<file path="config.mk">
export PLATFORM = sky130hd
export DESIGN_NAME = ycm_mat3
export DESIGN_NICKNAME = d
export VERILOG_FILES = /design/src/rtl/ycm_mat3.sv
export SDC_FILE = /design/constraint.sdc
export NUM_CORES = 2
export LEC_CHECK = 0
export BUFFER_PORTS_ARGS = -buffer_cell sky130_fd_sc_hd__clkbuf_2
export CAP_MARGIN = 20
export CORE_ASPECT_RATIO = 1.25
export CORE_MARGIN = 10
export CORE_UTILIZATION = 65
export CTS_BUF_LIST = sky130_fd_sc_hd__clkbuf_4 sky130_fd_sc_hd__clkbuf_8 sky130_fd_sc_hd__clkbuf_16
export DETAILED_ROUTE_END_ITERATION = 6
export GPL_TIMING_DRIVEN = 0
export PLACE_DENSITY = 0.95
export REMOVE_ABC_BUFFERS = 1
export SLEW_MARGIN = 10
export SYNTH_ARGS = -nofsm -noshare
export SYNTH_HDL_FRONTEND = slang
export SYNTH_SLANG_ARGS = --single-unit
export TNS_END_PERCENT = 50
</file>
<file path="constraint.sdc">
create_clock -name clock -period 9.1 [get_ports clock]
set_input_delay 0.455 -clock clock [delete_from_list [all_inputs] [get_ports clock]]
set_output_delay 0.455 -clock clock [all_outputs]
set_load 0.05 [all_outputs]
</file>
<file path="src/rtl/ycm_mat3.sv">
`timescale 1ns / 1ps
`default_nettype none

module ycm_mat3 #(
   parameter int IN_W   = 9,
   parameter int COEF_W = 16
) (
   input  wire logic                           clock,
   input  wire logic                           reset,
   input  wire logic                           valid_in,
   input  wire logic signed [IN_W-1:0]         vec_in [3],
   input  wire logic signed [COEF_W-1:0]       coef [9],
   output logic                                valid_out,
   output logic signed [IN_W+COEF_W+1:0]       vec_out [3]
);

   localparam int PW = IN_W + COEF_W;
   localparam int SW = PW + 2;

   logic                 prod_valid_ff;
   logic signed [PW-1:0] prod_ff [9];
   logic signed [PW-1:0] prod_in [9];
   logic                 sum_valid_ff;
   logic signed [SW-1:0] sum_ff [3];
   logic signed [SW-1:0] sum_in [3];

   // stage 1: nine products, row r column c at 3*r+c
   always_comb begin
      for (int r = 0; r < 3; r++) begin
         for (int c = 0; c < 3; c++) begin
            prod_in[3*r+c] = PW'(vec_in[c]) * PW'(coef[3*r+c]);
         end
      end
   end

   // stage 2: row sums
   always_comb begin
      for (int r = 0; r < 3; r++) begin
         sum_in[r] = SW'(prod_ff[3*r]) + SW'(prod_ff[3*r+1]) + SW'(prod_ff[3*r+2]);
      end
   end

   always_ff @(posedge clock) begin
      if (reset) begin
         prod_valid_ff <= 1'b0;
         sum_valid_ff  <= 1'b0;
      end else begin
         prod_valid_ff <= valid_in;
         sum_valid_ff  <= prod_valid_ff;
      end
   end

   always_ff @(posedge clock) begin
      prod_ff <= prod_in;
      sum_ff  <= sum_in;
   end

   assign valid_out = sum_valid_ff;
   assign vec_out   = sum_ff;

endmodule

`default_nettype wire
</file>
==> metrics.md <==
| Metric | Value |
|---|---|
| Cell Area, Synth | between 50000 and 60000 sq um |
| Data arrival time of the critical path | 6.96 ns |
| Outcome | finished with violations |
| Setup_tns | 0 ns |
| Number of synthesized register bits | 308 |
| Synthesized instance count | 5680 |
| Crit Path Class | in -> reg |
| Clk sink count | 308 |
| Ys Warns | 0 |
| Routed WL | 152000 um |
| Max Fclk | 155 MHz |
| Overflow after GRT | 0 |
| CP cell instances | clkbuf_2 > nand2_1 > fa_1 > fa_1 > inv_1 > fa_1 > fa_1 > fa_1 > ha_1 > o21ai_0 > o21a_1 > o31ai_1 > a211oi_1 > o21ai_0 > a31oi_1 > o21ai_0 > xor2_1 |
| Setup Skew | 0.0139 ns |
| Layout cells sized above 1 | 6.29% |
| Clk buf depth | 3 |
| Reg clk slew, reported paths | 0.07 ns |
| Area Overhead vs Synth | 6.27% |
| CTS buffer count | 34 |
| H-tree levels | 2 |
| Critical Path Fanout Max | between 40 and 50 |
| Total core area | 83100 sq um |
| Root cell of the clock tree | clkbuf_16 |
| IO Port Bufs | 255 |
| DR vias | 42600 |
| Initial Util | 65.7% |
| Initial antenna violation count | 35 |
| Vias in the first global route | approximately 48000 |
| Most frequent cells in the layout | fa_1, inv_1, nand2_1 |
| Critical Path Start Type | primary input |
| DR WL/cell | 22.1 um |
| Post-synth EDFFs | 0 |
| Crit share post-route | ~70% |
| RSZ-0062 raised after global routing | no |
| Layout Cells excl Fill | 6897 |
| Sequential share of the synthesized area | 11.3% |
| Remaining DRCs | 4 |
| Violated checks | design-rule violations |
| Setup slack after layout | 2.64 ns |
| Antenna-violating nets left | 0 |
| Synth area leader | fa_1 |
| Max Slew Vio Count | 0 |
| Slew margin rel. | 18.7% |
| IO Count | 256 |
| CP Capture Type | flip-flop |
| Final setup violation count | 0 |
| CTS tree | built |
| Die width | between 200 and 300 um |
| Final Critical Period | 6.46 ns |
| Row Count | between 100 and 150 |
| DRT iter0 DRCs | 4207 |
| Routability cong. | ~0.9 |
| Worst skew pair latency | 0.60 ns |
| CP peak stage delay | 0.86 ns |
| Max-cap violations | 0 |
| First-pass DRT Iterations | 7 |
| CP max stage cell | clkbuf_2 |
| Ranking of synthesized cells by area | fa_1, ha_1, dfxtp_1 |
| Post-synth ARST share | 0% |
| Hold Crit Class | in -> reg |
| Post-route design area | 58000 sq um |
| Distinct cell type count after synthesis | 67 |
| Most common cell after layout, fill and taps aside | fa_1 |
| Detailed placer's ending HPWL | 114000 um |
| Post-CTS sizing | 0 |
| Top cell by count, worst path | fa_1 |
| Post-synth top flop | dfxtp_1 |
| Actual slew at the worst max-slew pin | 1.22 ns |
| Die area | 96000 sq um |
| Die height | about 340 um |
| Drt via density | 6.18 |
| Share of the synthesized area in the top cell type | a little over two fifths |
| Placed cell areas | 56600 sq um |
| Post-CTS setup buffers | 0 |
| First-pass GRT wire length | between 200000 and 250000 um |
| Worst reg2reg setup slack | 5.16 ns |
| GRT Total Usage | 32.1% |
| Mapped Avg Cell Area | 9.61 sq um |
| Setup WS pre-CTS | between 2 and 2.5 ns |
| Dpl cells | 6808 |
| Worst path required time | 9.60 ns |
| Final number of hold-violating endpoints | 0 |
| Pin count of the biggest net entering global routing | 49 |
| Post-CTS Hold Buffers | 0 |
| Final net count | 7641 |
## final cells by class
cell class              count  area [sq um]
multi-input cells        4230         44100
fillers                  5184         25100
flip-flops and latches    308          6170
inverters                 926          3480
repair buffers            275          1690
well taps                1080          1350
clock buffers              43           948
clock inverters            19           200
diodes                     16          40.0
## registers in the layout, indices dropped and copies added, names as in the netlist
name	count
vec_out	81
prod_valid_ff	1
prod_ff	225
valid_out	1
## worst paths after layout
check,end,cells after the start,startpoint
max,prod_ff[98],17,vec_in[6]
min,valid_out,2,reset
max reg2reg,vec_out[50],12,prod_ff[76]
min reg2reg,valid_out,1,prod_valid_ff
## per-stage QoR
stage,hold slack (ns),util (%)
floorplan,0.414,-
global placement,0.419,67.9
detailed placement,0.431,68.1
CTS,0.0323,69.5
global route,0.0444,69.8
finish,0.0342,69.8
## cell usage after synthesis, drive strengths merged (3+ instances only)
master      n
a2111oi    10
a211o       6
a211oi     33
a21boi      6
a21o       56
a21oi     161
a221oi      5
a31o        3
a31oi      15
a41o        3
a41oi       4
and2      596
and3       23
buf         6
clkbuf    210
dfxtp     308
fa       1149
ha        543
inv       926
nand2     653
nand2b     40
nand3      42
nand4       7
nor2      244
nor2b      33
nor3       58
nor4        4
o211ai     11
o21a       37
o21ai      98
o21bai     25
o22ai       6
o311ai      6
o31a        7
o31ai      16
o41ai       7
or2        12
or3        16
xnor2     215
xor2       52
## metal layers
layer  up-vias  routed length [um]  global-route usage, %
li1      17700                   -                      -
met2      2859               73100                   53.0
met5         -                 265                      0
met4        40               13600                   25.6
met3       962               16300                   8.61
met1     21100               49000                   34.9
## worst max-delay path, delay by kind of cell
kind                       cells  cell delay (ns)
AOI/OAI and AO/OA              7             2.01
and+or+nand+nor                1             0.44
buffers and inverters          2             0.94
xor gates and xnor gates       1             0.24
adders and majority gates      6             2.84
## cell families after synthesis
kind of cell / count (synthesis) / share of synthesized area (%)
fa+ha+maj: 1692 / 54.6
buf+inv: 1142 / 7.85
xor+xnor: 267 / 4.28
mux: 1 / 0.0183
simple gates: 1740 / 15.7
flops: 308 / 11.3
compound gates: 530 / 6.31
Power is left out: the tool's default activity adds up to more than one toggle a clock period on the data nets, which glitch-free logic cannot reach.
